<file path="config.mk">
export PLATFORM = sky130hd
export DESIGN_NAME = tcp_port_payload_extractor
export DESIGN_NICKNAME = d
export VERILOG_FILES = /design/src/rtl/tppe_pkg.sv /design/src/rtl/tcp_port_payload_extractor.sv
export SDC_FILE = /design/constraint.sdc
export NUM_CORES = 1
export LEC_CHECK = 0
export ABC_CLOCK_PERIOD_IN_PS = 21200
export BUFFER_PORTS_ARGS = -buffer_cell sky130_fd_sc_hd__buf_2
export CORE_UTILIZATION = 41
export DETAILED_ROUTE_END_ITERATION = 7
export GPL_ROUTABILITY_DRIVEN = 0
export PLACE_DENSITY = 0.65
export SETUP_SLACK_MARGIN = 0.2
export SLEW_MARGIN = 20
export SYNTH_ARGS = -nofsm -noshare
export SYNTH_HDL_FRONTEND = slang
export SYNTH_SLANG_ARGS = --single-unit
</file>
<file path="constraint.sdc">
create_clock -name clk -period 21.2 [get_ports clk]
set_input_delay 5.3 -clock clk [delete_from_list [all_inputs] [get_ports clk]]
set_output_delay 5.3 -clock clk [all_outputs]
set_load 0.01 [all_outputs]
</file>
<file path="src/rtl/tppe_pkg.sv">
package tppe_pkg;

    localparam int MAX_FRAME_BYTES = 65535;
    localparam int OFF_W = $clog2(MAX_FRAME_BYTES + 1);
    localparam int CMP_W = (OFF_W + 1 > 8) ? OFF_W + 1 : 8;

    localparam logic [OFF_W-1:0] OFF_LIMIT = OFF_W'(MAX_FRAME_BYTES);

    localparam logic [15:0] DEFAULT_PORT   = 16'd443;
    localparam logic [15:0] ETHERTYPE_IPV4 = 16'h0800;
    localparam logic [7:0]  PROTO_TCP      = 8'd6;
    localparam logic [3:0]  MIN_HDR_WORDS  = 4'd5;

    localparam logic [CMP_W-1:0] OFF_ETH_HI   = CMP_W'(12);
    localparam logic [CMP_W-1:0] OFF_ETH_LO   = CMP_W'(13);
    localparam logic [CMP_W-1:0] OFF_IHL      = CMP_W'(14);
    localparam logic [CMP_W-1:0] OFF_PROTO    = CMP_W'(23);
    localparam logic [CMP_W-1:0] OFF_SRC_FROM = CMP_W'(26);
    localparam logic [CMP_W-1:0] OFF_SRC_TO   = CMP_W'(29);
    localparam logic [CMP_W-1:0] IP_BASE      = CMP_W'(14);
    localparam logic [CMP_W-1:0] TCP_DOFF     = CMP_W'(12);

    typedef struct packed {
        logic [15:0] src_port;
        logic [31:0] source_address;
        logic        end_of_packet;
        logic        byte_valid;
        logic [7:0]  payload_byte;
    } result_t;

endpackage

</file>
<file path="src/rtl/tcp_port_payload_extractor.sv">
// a result is registered into the output entry, or into the skid entry while the output entry is held
// throughput: one byte per cycle, sustained; ready drops only while the skid entry is full
// frames that fail a check or end before the payload start give no result
// reset (rst_n low, asynchronous) clears all frame state and both output entries
// and sets the matched source port to 443
module tcp_port_payload_extractor
(
    input  logic        clk,
    input  logic        rst_n,
    input  logic        cfg_we,
    input  logic [15:0] cfg_wdata,
    input  logic        s_axis_tvalid,
    output logic        s_axis_tready,
    input  logic [7:0]  s_axis_tdata,   // frame_byte
    input  logic        s_axis_tlast,   // frame_last
    output logic        m_axis_tvalid,
    input  logic        m_axis_tready,
    output logic [55:0] m_axis_tdata,   // payload_byte, source_address, src_port
    output logic        m_axis_tlast,   // end_of_packet
    output logic        m_axis_tuser    // byte_valid
);
    import tppe_pkg::*;

    logic [15:0]      match_port_reg;
    logic [OFF_W-1:0] offset_reg, offset_next;
    logic [7:0]       eth_hi_reg, eth_hi_next;
    logic [3:0]       ihl_reg, ihl_next;
    logic [3:0]       thl_reg, thl_next;
    logic [31:0]      addr_reg, addr_next;
    logic [15:0]      port_reg, port_next;
    logic             rejected_reg, rejected_next;

    logic             out_valid_reg, out_valid_next;
    logic             skid_valid_reg, skid_valid_next;
    result_t          out_reg, out_next;
    result_t          skid_reg, skid_next;

    logic             accept;
    logic             produce;
    logic [CMP_W-1:0] off_c;
    logic [CMP_W-1:0] tcp_start;
    logic [CMP_W-1:0] pay_start;
    logic             hit_valid;
    logic             hit_end;
    logic             rej;
    result_t          res;

    assign s_axis_tready = !skid_valid_reg;
    assign accept        = s_axis_tvalid && s_axis_tready;

    assign off_c     = CMP_W'(offset_reg);
    assign tcp_start = IP_BASE + CMP_W'({ihl_reg, 2'b00});
    assign pay_start = tcp_start + CMP_W'({thl_reg, 2'b00});

    always_comb
    begin
        eth_hi_next = eth_hi_reg;
        ihl_next    = ihl_reg;
        thl_next    = thl_reg;
        addr_next   = addr_reg;
        port_next   = port_reg;
        rej         = rejected_reg;
        hit_valid   = 1'b0;
        hit_end     = 1'b0;
        if (!rejected_reg)
        begin
            if (offset_reg >= OFF_LIMIT)
            begin
                rej = 1'b1;
            end
            else
            begin
                if (off_c == OFF_ETH_HI)
                begin
                    eth_hi_next = s_axis_tdata;
                end
                if (off_c == OFF_ETH_LO && {eth_hi_reg, s_axis_tdata} != ETHERTYPE_IPV4)
                begin
                    rej = 1'b1;
                end
                if (off_c == OFF_IHL)
                begin
                    ihl_next = s_axis_tdata[3:0];
                    if (s_axis_tdata[3:0] < MIN_HDR_WORDS)
                    begin
                        rej = 1'b1;
                    end
                end
                if (off_c == OFF_PROTO && s_axis_tdata != PROTO_TCP)
                begin
                    rej = 1'b1;
                end
                if (off_c >= OFF_SRC_FROM && off_c <= OFF_SRC_TO)
                begin
                    addr_next = {addr_reg[23:0], s_axis_tdata};
                end
                if (!rej && ihl_reg >= MIN_HDR_WORDS)
                begin
                    if (off_c == tcp_start)
                    begin
                        port_next = {s_axis_tdata, 8'h00};
                    end
                    if (off_c == tcp_start + CMP_W'(1))
                    begin
                        port_next = {port_reg[15:8], s_axis_tdata};
                        if ({port_reg[15:8], s_axis_tdata} != match_port_reg)
                        begin
                            rej = 1'b1;
                        end
                    end
                    if (off_c == tcp_start + TCP_DOFF)
                    begin
                        thl_next = s_axis_tdata[7:4];
                        if (s_axis_tdata[7:4] < MIN_HDR_WORDS)
                        begin
                            rej = 1'b1;
                        end
                    end
                    if (!rej && thl_reg != 4'd0)
                    begin
                        hit_valid = (off_c >= pay_start);
                        hit_end   = s_axis_tlast && (off_c + CMP_W'(1) >= pay_start);
                    end
                end
            end
        end
        rejected_next = rej;
    end

    always_comb
    begin
        res.payload_byte   = hit_valid ? s_axis_tdata : 8'h00;
        res.byte_valid     = hit_valid;
        res.end_of_packet  = hit_end;
        res.source_address = addr_reg;
        res.src_port       = port_reg;
    end

    assign produce = accept && (hit_valid || hit_end);

    always_comb
    begin
        out_valid_next  = out_valid_reg;
        skid_valid_next = skid_valid_reg;
        out_next        = out_reg;
        skid_next       = skid_reg;
        if (!out_valid_reg || m_axis_tready)
        begin
            if (skid_valid_reg)
            begin
                out_valid_next  = 1'b1;
                out_next        = skid_reg;
                skid_valid_next = 1'b0;
            end
            else
            begin
                out_valid_next = produce;
                out_next       = res;
            end
        end
        else if (produce)
        begin
            skid_valid_next = 1'b1;
            skid_next       = res;
        end
    end

    always_comb
    begin
        offset_next = offset_reg;
        if (offset_reg < OFF_LIMIT)
        begin
            offset_next = offset_reg + OFF_W'(1);
        end
    end

    always_ff @(posedge clk or negedge rst_n)
    begin
        if (!rst_n)
        begin
            match_port_reg <= DEFAULT_PORT;
        end
        else if (cfg_we)
        begin
            match_port_reg <= cfg_wdata;
        end
    end

    // frame state, cleared after the last byte of every frame
    always_ff @(posedge clk or negedge rst_n)
    begin
        if (!rst_n)
        begin
            offset_reg   <= '0;
            eth_hi_reg   <= '0;
            ihl_reg      <= '0;
            thl_reg      <= '0;
            addr_reg     <= '0;
            port_reg     <= '0;
            rejected_reg <= 1'b0;
        end
        else if (accept)
        begin
            if (s_axis_tlast)
            begin
                offset_reg   <= '0;
                eth_hi_reg   <= '0;
                ihl_reg      <= '0;
                thl_reg      <= '0;
                addr_reg     <= '0;
                port_reg     <= '0;
                rejected_reg <= 1'b0;
            end
            else
            begin
                offset_reg   <= offset_next;
                eth_hi_reg   <= eth_hi_next;
                ihl_reg      <= ihl_next;
                thl_reg      <= thl_next;
                addr_reg     <= addr_next;
                port_reg     <= port_next;
                rejected_reg <= rejected_next;
            end
        end
    end

    always_ff @(posedge clk or negedge rst_n)
    begin
        if (!rst_n)
        begin
            out_valid_reg  <= 1'b0;
            skid_valid_reg <= 1'b0;
        end
        else
        begin
            out_valid_reg  <= out_valid_next;
            skid_valid_reg <= skid_valid_next;
        end
    end

    always_ff @(posedge clk)
    begin
        out_reg  <= out_next;
        skid_reg <= skid_next;
    end

    assign m_axis_tvalid = out_valid_reg;
    assign m_axis_tdata  = {out_reg.src_port, out_reg.source_address, out_reg.payload_byte};
    assign m_axis_tlast  = out_reg.end_of_packet;
    assign m_axis_tuser  = out_reg.byte_valid;

`ifndef SYNTHESIS
    a_skid_behind_out: assert property (@(posedge clk) disable iff (!rst_n)
        skid_valid_reg |-> out_valid_reg)
        else $error("skid entry full while output entry empty");

    a_rise_from_transfer: assert property (@(posedge clk) disable iff (!rst_n)
        $rose(m_axis_tvalid) |-> $past(s_axis_tvalid && s_axis_tready))
        else $error("result without an input transfer");

    a_empty_is_end: assert property (@(posedge clk) disable iff (!rst_n)
        m_axis_tvalid && !m_axis_tuser |-> m_axis_tlast && m_axis_tdata[7:0] == 8'h00)
        else $error("result with no payload byte is not a frame end");

    a_clear_after_last: assert property (@(posedge clk) disable iff (!rst_n)
        s_axis_tvalid && s_axis_tready && s_axis_tlast |=> offset_reg == '0 && !rejected_reg)
        else $error("frame state not cleared after last byte");
`endif

endmodule

</file>
# [After elaboration in Yosys (flattened, before gate mapping)]
# Cells that the tools add are included.
[op_classes] addsub=6 multipliers=0 div=0 magnitude_cmp=9 eq_ne=13 shifts=0 n_mux=55 n_bitwise=1 n_reduce_logical=32
[op_table] operator="16-bit two-way mux" count=8
[op_table] operator="32-bit two-way mux" count=4
[op_table] operator="58-bit two-way mux" count=1
[op_table] operator="16-bit by 4-bit == test with 1-bit output, second input constant" count=3
[op_table] operator="8-bit two-way mux" count=5
[op_table] operator="4-bit two-way mux" count=9
[op_table] operator="16-bit by 8-bit == test with 1-bit output" count=2
[op_table] operator="1-bit two-way mux" count=28
[op_table] operator="16-bit by 1-bit adder with 17-bit output, second input constant" count=1
[op_table] operator="17-bit by 8-bit >= comparator with 1-bit output" count=1
[op_table] operator="16-bit by 1-bit adder with 16-bit output, second input constant" count=1
[op_table] operator="16-bit by 5-bit == test with 1-bit output, second input constant" count=1
[op_table] operator="16-bit by 7-bit == test with 1-bit output" count=1
[op_table] operator="16-bit >= comparator, second input constant" count=1
[op_table] operator="16-bit by 5-bit >= comparator with 1-bit output, second input constant" count=1
[op_table] operator="16-bit by 8-bit >= comparator with 1-bit output" count=1
[op_table] operator="16-bit by 5-bit <= comparator with 1-bit output, second input constant" count=1
[op_table] operator="16-bit less-than comparator, second input constant" count=1
[op_table] operator="16-bit by 12-bit != test with 1-bit output, second input constant" count=1
[op_table] operator="16-bit != test" count=1
[op_table] operator="2-bit nonzero test" count=8
[op_table] operator="4-bit AND reduction" count=3
[op_table] operator="5-bit AND reduction" count=2
[op_table] operator="7-bit by 1-bit adder with 8-bit output, second input constant" count=1
[op_table] operator="15 further kinds" count=30
[word_totals] regBits=215 latchBits=0 ramBits=0 mem_bits_ro=0 output_inout_bits=60 elab_cells=137 n_memories=0

# [Longest topological paths before layout]
# Gate-level depths: netlist (run 1).
[logic_depth] word_depth=25 depth_mapped=16 depth_no_buf=15

# [Least setup slack after synthesis (run 1)]
# No wires, ideal clock.
[synth_path] path_type="input-to-reg" from="input m_axis_tready" to="register skid_reg[0] (netlist name) (enable)" setup_time_ns=0.785 arrival_ns=15.939 t_required_ns=20.415 setup_slack_ns=4.475 cell_stages=2 n_path_buf=0 path_cell_list="nand2b_1 a2111oi_0"
[synth_via] elab_chain_len=3
[synth_rtl] element="from (decl)" line="tcp_port_payload_extractor.sv:17" source="input logic m_axis_tready,"
[synth_rtl] element="1-bit logical OR" line="tcp_port_payload_extractor.sv:147" source="if (!out_valid_reg || m_axis_tready)"
[synth_rtl] element="1-bit NOT (no line)"
[synth_rtl] element="2-bit AND reduction (no line)"
[synth_rtl] element="to (signal assigned)" line="tcp_port_payload_extractor.sv:244" source="skid_reg <= skid_next;"
[synth_rtl] element="to (decl)" line="tcp_port_payload_extractor.sv:36" source="result_t skid_reg, skid_next;"
# No other way between the ends.
# A chain may end at the register's enable or synchronous reset.

# [Worst setup path in the final report (run 1)]
[layout_path] from="input s_axis_tdata[7]" to="register skid_reg[14] (netlist name) (enable)"
[layout_via] elab_chain_len=24 elab_cells_between_ends=34 classes_between="order compare (1); eq/ne (3); mux (21); reduce/logical (9)"
[layout_rtl] element="from (decl)" line="tcp_port_payload_extractor.sv:14" source="input logic [7:0] s_axis_tdata,"
[layout_rtl] element="16-bit by 12-bit != test with 1-bit output" line="tcp_port_payload_extractor.sv:77" source="if (off_c == OFF_ETH_LO && {eth_hi_reg, s_axis_tdata} != ETHERTYPE_IPV4)"
[layout_rtl] element="1-bit logical AND" line="tcp_port_payload_extractor.sv:77"
[layout_rtl] element="1-bit two-way mux" line="tcp_port_payload_extractor.sv:77"
[layout_rtl] element="1-bit two-way mux" line="tcp_port_payload_extractor.sv:84" source="if (s_axis_tdata[3:0] < MIN_HDR_WORDS)"
[layout_rtl] element="1-bit two-way mux" line="tcp_port_payload_extractor.sv:81" source="if (off_c == OFF_IHL)"
[layout_rtl] element="1-bit two-way mux" line="tcp_port_payload_extractor.sv:89" source="if (off_c == OFF_PROTO && s_axis_tdata != PROTO_TCP)"
[layout_rtl] element="1-bit two-way mux" line="tcp_port_payload_extractor.sv:67" source="if (offset_reg >= OFF_LIMIT)"
[layout_rtl] element="1-bit two-way mux" line="tcp_port_payload_extractor.sv:65" source="if (!rejected_reg)"
[layout_rtl] element="(+8 left out)"
[layout_rtl] element="1-bit logical AND" line="tcp_port_payload_extractor.sv:119" source="if (!rej && thl_reg != 4'd0)"
[layout_rtl] element="1-bit two-way mux" line="tcp_port_payload_extractor.sv:119"
[layout_rtl] element="1-bit two-way mux" line="tcp_port_payload_extractor.sv:97" source="if (!rej && ihl_reg >= MIN_HDR_WORDS)"
[layout_rtl] element="1-bit two-way mux" line="tcp_port_payload_extractor.sv:67"
[layout_rtl] element="1-bit two-way mux" line="tcp_port_payload_extractor.sv:65"
[layout_rtl] element="1-bit logical OR (*)" line="tcp_port_payload_extractor.sv:139" source="assign produce = accept && (hit_valid || hit_end);"
[layout_rtl] element="1-bit logical AND (*)" line="tcp_port_payload_extractor.sv:139"
[layout_rtl] element="2-bit AND reduction (no line) (*)"
# Mark *: on every way between the ends. The rest lies on a longest branch, timed or not. The select of a mux whose other input is x is not followed.

==> results.md, run 1 <==
## Run status
• **status** finished clean

## Routing
• **antenna viol nets, final** 0
• **average routed wire per standard cell** 16.81 um
• **number of violations reported at the end of detailed-routing iteration 0** 378
• **sum of routed wire length over all layers** 21.12 mm
• **final routed DRC violation total** 0
• **detailed route wirelength on metal2** 10.27 mm
• **routed length on met1** 9.495 mm
• **detailed-route via count** 6519
• **TritonRoute pass-1 iters** 7
• **Max Used Layer** met4
• **post-DR vias/cell** 5.190
• **met3 routed WL** 795 um

## Timing
• **slew at the pin closest to its max-slew limit** 0.9856 ns
• **highest clock rate** 130.5 MHz
• **minimum clock period after layout** 7.665 ns
• **worst hold slack** 0.4761 ns
• **worst clock skew** 0.01017 ns
• **number of max-slew violations in the final report** 0
• **total count of hold-check failures in the final report** 0
• **Tcrit/Tclk final** 36.16%
• **setup violators final** 0
• **Worst slew margin** 33.85%
• **post-route setup TNS** 0 ns
• **setup repair after global routing missed its margin** no

## Floorplanning
• **std cell rows** 56
• **starting density of the core** 42.29%
• **standard cell core area** 23750 um2
• **Total Die Area** 25130 um2
• **width of the die** 158.5 um
• **I/O pin cnt** 90
• **Vert. Die Dim** 158.5 um

## Hold path
• **Hold Crit Class** reg2reg

## Worst setup path
• **required time of the critical path** 21.35 ns
• **startpoint-to-endpoint class of the critical path** in2reg
• **worst path arrival time** 7.81 ns
• **capturing element type of the critical path** flip-flop
• **kind of launch point of the worst setup path** input pin
• **top fanout value on the critical path** 48

## Clock tree
• **CTS Hold Bufs** 0
• **worst skew pair latency** 0.52 ns
• **CTS tree** built
• **clock buffer count from CTS** 24
• **Clk Tree Root Cell** clkbuf_16
• **number of buffers inserted by post-CTS setup repair** 0
• **TritonCTS Sinks** 215
• **Longest Clk Path Bufs** 3
• **clock transition at the register clock pins on the worst setup and hold paths after CTS** 0.06 ns
• **number of resized instances in the post-cts repair step** 0
• **depth of the CTS H-tree** 1

## Final layout
• **Multi-input gate area** 3816 um2
• **antenna cells** 0
• **Synth-to-Final Area Change** 15.66%
• **share of post-route cells with drive strength above 1** 24.01%
• **area of all sequential standard cells** 5971 um2
• **fin nets** 975
• **core occupancy in the finished layout** 48.91%
• **number of flip-flops in the largest register** 58
• **Filler cells** 2120

## Run
• **number of max-capacitance violations reported** 0

## Synth
• **cell types occupying the most area after synthesis** edfxtp_1, dfrtp_1, mux2_2
• **top-area cell type share of the netlist area** 34.68%
• **Syn Std Cell Area** 10040 um2
• **dominant register cell in the synthesized netlist** edfxtp_1
• **most frequent cell after synthesis** edfxtp_1
• **post-synthesis net count** 896
• **most common library cells after synthesis** edfxtp_1, nand2_1, dfrtp_1
• **library cells used by synthesis** 68
• **number of synthesized flops with an enable pin** 116
• **Syn Area/Cell** 11.96 um2
• **cell taking the most area after synthesis** edfxtp_1
• **post-synthesis sequential area ratio** 59.43%
• **flip-flop and latch count after synthesis** 215
• **synth warn** 0
• **Async SR Flop Fraction** 46.05%
• **count of mapped cells out of synthesis** 840

## Power
• **power share of the sequential group** 47.8%
• **P_sw** 236.2 uW
• **overall power** 996.4 uW
• **Switching Fraction** 23.70%
• **peak supply drop** 0.06217 mV
• **leakage power** 5.013 nW
• **internal power of the cells** 760.2 uW
• **part of the total power dissipated in combinational logic** 8.8%
• **cell area power density** 85.77 nW/um2
• **share of total power in the clock network** 43.4%

## GRT
• **largest net degree at the start of global routing** 72
• **antenna violations before repair** 0
• **global-route wire length before repair** 34.43 mm
• **grt ovf** 0
• **vias in the first global route** 6430
• **Overall Global Routing Usage** 17.56%

## Place
• **PortBufs** 89
• **DP HPWL** 14.22 mm

## per-layer routing
layer  vias up  global-route usage, %
li1       3196                      -
met3        42                  2.967
met2       132                  29.78
met1      3149                  23.19
met4         0                  4.762
met5         -                      0
## through the flow
stage	instance area, um2	std cells	setup WS (ns)
finish	11620	1256	13.54
global placement	10780	1212	13.07
global route	11620	1256	13.33
floorplan	10040	840	4.475
CTS	11620	1256	13.54
detailed placement	10780	1212	13.00
## cell families after synthesis
logic type	Yosys count	synth area share, %
simple gates	271	13.85
flops	215	59.43
mux	68	7.598
compound gates	158	9.928
xor+xnor	34	3.102
fa+ha+maj	26	3.313
buf+inv	68	2.778
## final cells by class
cell class / count / share of cell area [%]
repair buffers: 97 / 4.373
well taps: 319 / 3.436
flip-flops and latches: 215 / 51.39
clock buffers: 31 / 5.482
inverters: 24 / 0.7754
multi-input cells: 557 / 32.85
clock inverters: 13 / 1.691
## placed cells by master, fill, tap and decap left out, types with 9 or more instances in the layout
cell       instances
a21o_1            16
a21oi_1           28
buf_2             88
buf_4              9
clkbuf_16         24
dfrtp_1           91
edfxtp_1         116
ha_1              25
inv_1             23
mux2_2            65
nand2_1           95
nand2b_1          38
nand3_1           13
nand3b_1          10
nand4_1           10
nor2_1            45
nor3_1            14
nor4_1             9
o21ai_0           64
o31ai_1           10
xnor2_1           23
xor2_1            10
## worst max-delay path, stage by stage
cell and delay [ns]:
buf_2 0.14, nor4_1 0.41, a211oi_1 0.13, a41oi_1 0.27
a21o_1 0.19, nand3_1 0.12, or2_2 0.34, a2111oi_2 0.27
buf_4 0.59
## power by group through the flow
| stage | Combinational [mW] | Clock [mW] | Sequential (mW) |
|---|---|---|---|
| 5_1_grt | 0.0990 | 0.460 | 0.479 |
| 4_1_cts | 0.0887 | 0.442 | 0.476 |
| 2_1_floorplan | 0.0594 | 0 | 0.480 |
| 6_report | 0.0877 | 0.433 | 0.476 |
| 3_5_place_dp | 0.0877 | 0 | 0.484 |
| 3_3_place_gp | 0.0864 | 0 | 0.484 |
## path summary, 6_finish.rpt
check	startpoint	end	slack, ns	depth (start not counted)
max reg2reg	ihl_reg[1]	skid_reg[14]	16.79	15
min in group asynchronous	rst_n	offset_reg[8]	4.79	1
min reg2reg	addr_reg[28]	skid_reg[38]	0.48	0
max	s_axis_tdata[7]	skid_reg[14]	13.54	9
max in group asynchronous	rst_n	skid_valid_reg	15.25	2
min	addr_reg[28]	skid_reg[38]	0.48	0
No activity file was read; power rests on OpenSTA's default activity.
==> inputs of run 2 (changes only) <==
ABC_CLOCK_PERIOD_IN_PS = 6250   (was 21200)
PLACE_DENSITY = 0.67   (was 0.65)
clock period = 6.25 ns   (was 21.2 ns; I/O delays follow)
==> run 2 against run 1 <==
Final cell count did not move. Setup slack got worse by 12 ns. First-iteration DRC count rose by 3.7%. Critical path depth rose by 5. Combinational power rose to 3.4 times the previous value. Flip-flop and latch count did not move. Count of clock-buffer cells in the layout rose by 5. Sequential power rose to 3.4 times the previous value. Largest power group unchanged. Total power rose to 3.2 times the previous value. Critical path type is now reg2reg.
==> results.md, run 2 (synthesized netlist as in run 1, its figures left out) <==
## Power
• **leakage power** 4.912 nW
• **P_sw** 781.7 uW
• **Switching Fraction** 24.34%
• **peak supply drop** 0.1414 mV
• **internal power of the cells** 2.430 mW
• **power share of the sequential group** 50.3%
• **share of total power in the clock network** 40.3%
• **part of the total power dissipated in combinational logic** 9.4%
• **cell area power density** 278.7 nW/um2

## Final layout
• **share of post-route cells with drive strength above 1** 23.48%
• **Final Instance Area** 11520 um2
• **number of flip-flops in the largest register** 58
• **antenna cells** 0
• **commonest non-fill, non-tap cells in the layout** edfxtp_1, nand2_1, dfrtp_1
• **fin nets** 975
• **most common cell after layout, fill and taps aside** edfxtp_1
• **core occupancy in the finished layout** 48.51%
• **Synth-to-Final Area Change** 14.71%

## Worst setup path
• **kind of launch point of the worst setup path** flip-flop
• **crit-path max cell delay** 0.60 ns
• **first element of the critical path** ihl_reg[0]
• **CP max stage cell** a211oi_1
• **capturing element type of the critical path** flip-flop
• **worst-path cell chain** inv_1 -> ha_1 -> xor2_1 -> inv_1 -> ha_1 -> a21oi_1 -> xor2_1 -> ha_1 -> a21oi_1 -> o21ai_0 -> a21o_1 -> a211oi_1 -> or3_1 -> o31ai_1
• **startpoint-to-endpoint class of the critical path** reg2reg
• **cell repeated most along the worst path** ha_1
• **top fanout value on the critical path** 18
• **required time of the critical path** 6.48 ns
• **worst path arrival time** 4.54 ns
• **launching point of the worst reg2reg path** ihl_reg[0]

## Routing
• **detailed-route via count** 6532
• **antenna viol nets, final** 0
• **TritonRoute pass-1 iters** 5
• **post-DR vias/cell** 5.201
• **average routed wire per standard cell** 17.04 um
• **final routed DRC violation total** 0
• **sum of routed wire length over all layers** 21.41 mm
• **number of violations reported at the end of detailed-routing iteration 0** 392

## Timing
• **setup violators final** 0
• **slew at the pin closest to its max-slew limit** 0.9683 ns
• **worst clock skew** 0.01012 ns
• **total count of hold-check failures in the final report** 0
• **Worst slew margin** 35.02%
• **minimum clock period after layout** 4.316 ns
• **setup repair after global routing missed its margin** no
• **Tcrit/Tclk final** 69.05%
• **highest clock rate** 231.7 MHz
• **fin worst setup slack** 1.934 ns
• **number of max-slew violations in the final report** 0
• **worst hold slack** 0.4702 ns
• **post-route setup TNS** 0 ns

## Clock tree
• **number of resized instances in the post-cts repair step** 0
• **depth of the CTS H-tree** 1
• **clock buffer count from CTS** 24
• **number of buffers inserted by post-CTS setup repair** 0
• **clock transition at the register clock pins on the worst setup and hold paths after CTS** 0.06 ns
• **CTS tree** built
• **TritonCTS Sinks** 215
• **Clk Tree Root Cell** clkbuf_16
• **CTS Hold Bufs** 0
• **Longest Clk Path Bufs** 3
• **worst skew pair latency** 0.52 ns

## Floorplanning
• **Total Die Area** 25130 um2
• **width of the die** 158.5 um
• **I/O pin cnt** 90
• **Vert. Die Dim** 158.5 um
• **std cell rows** 56
• **standard cell core area** 23750 um2
• **starting density of the core** 42.29%

## GRT
• **largest net degree at the start of global routing** 77
• **vias in the first global route** 6449
• **Overall Global Routing Usage** 17.91%
• **grt ovf** 0
• **global-route wire length before repair** 34.76 mm
• **antenna violations before repair** 0

## Place
• **DP HPWL** 14.23 mm
• **total placed instance area** 10800 um2
• **worst setup slack before clock tree synthesis** 1.608 ns
• **PortBufs** 89

## Run status
• **status** finished clean

## Run
• **number of max-capacitance violations reported** 0

## Hold path
• **Min-Delay Startpoint** addr_reg[31]
• **Hold Crit Class** reg2reg

[run 2: cell types whose count changed in the layout (fill, tap and decap cells not counted)]
cell	delta
clkinv_1	+2
bufinv_16	-4
clkbuf_8	+2
inv_8	-1
a2111oi_2	-1
clkinv_2	+1
inv_6	-2
clkbuf_1	+3
clkinv_4	-2
a2111oi_4	+1
clkinvlp_4	+1
[run 2: worst paths after layout]
| path | to | slack (ns) | cells past startpoint |
|---|---|---|---|
| setup / recovery | m_axis_tdata[1] | 1.93 | 14 |
| hold / removal | skid_reg[41] | 0.47 | 0 |
| setup reg to reg | m_axis_tdata[1] | 1.93 | 14 |
| hold reg to reg | skid_reg[41] | 0.47 | 0 |
| max in group asynchronous | skid_valid_reg | 3.97 | 2 |
| min in group asynchronous | offset_reg[8] | 1.10 | 1 |
[run 2: power by group through the flow]
stage	clock, mW	sequential [mW]	combinational, mW
6_report	1.30	1.61	0.302
5_1_grt	1.37	1.62	0.342
4_1_cts	1.32	1.61	0.305
3_5_place_dp	0	1.64	0.302
3_3_place_gp	0	1.64	0.298
2_1_floorplan	0	1.63	0.206
[run 2: critical path: cells and delay by family (launching register included)]
kind                     cells  cell delay (ns)
adder cells (fa/ha/maj)      3             0.87
flip-flops                   1             0.43
AO/OA/AOI/OAI                6             1.34
AND/OR/NAND/NOR              1             0.60
buffers and inverters        2             0.25
XOR/XNOR                     2             0.54
[run 2: layer usage]
layer / share of wire, % / up-vias / GRT usage (%)
li1: - / 3200 / -
met1: 45 / 3146 / 23.91
met2: 48 / 143 / 30.12
met3: 4.1 / 43 / 2.776
met4: 2.6 / 0 / 5.174
met5: 0 / - / 0
[run 2: final cells by class]
type	count	area [um2]
Clock inverter	8	50.05
Clock buffer	36	675.6
Inverter	24	90.09
Sequential cell	215	5971
Fill cell	2088	12230
Multi-Input combinational cell	557	3829
Tap cell	319	399.1
Timing Repair Buffer	97	508.0
[run 2: stage by stage]
stage	power, mW	std cells
3_5_place_dp	1.945	1212
4_1_cts	3.244	1256
6_report	3.212	1256
3_3_place_gp	1.938	1212
2_1_floorplan	1.834	840
5_1_grt	3.340	1256
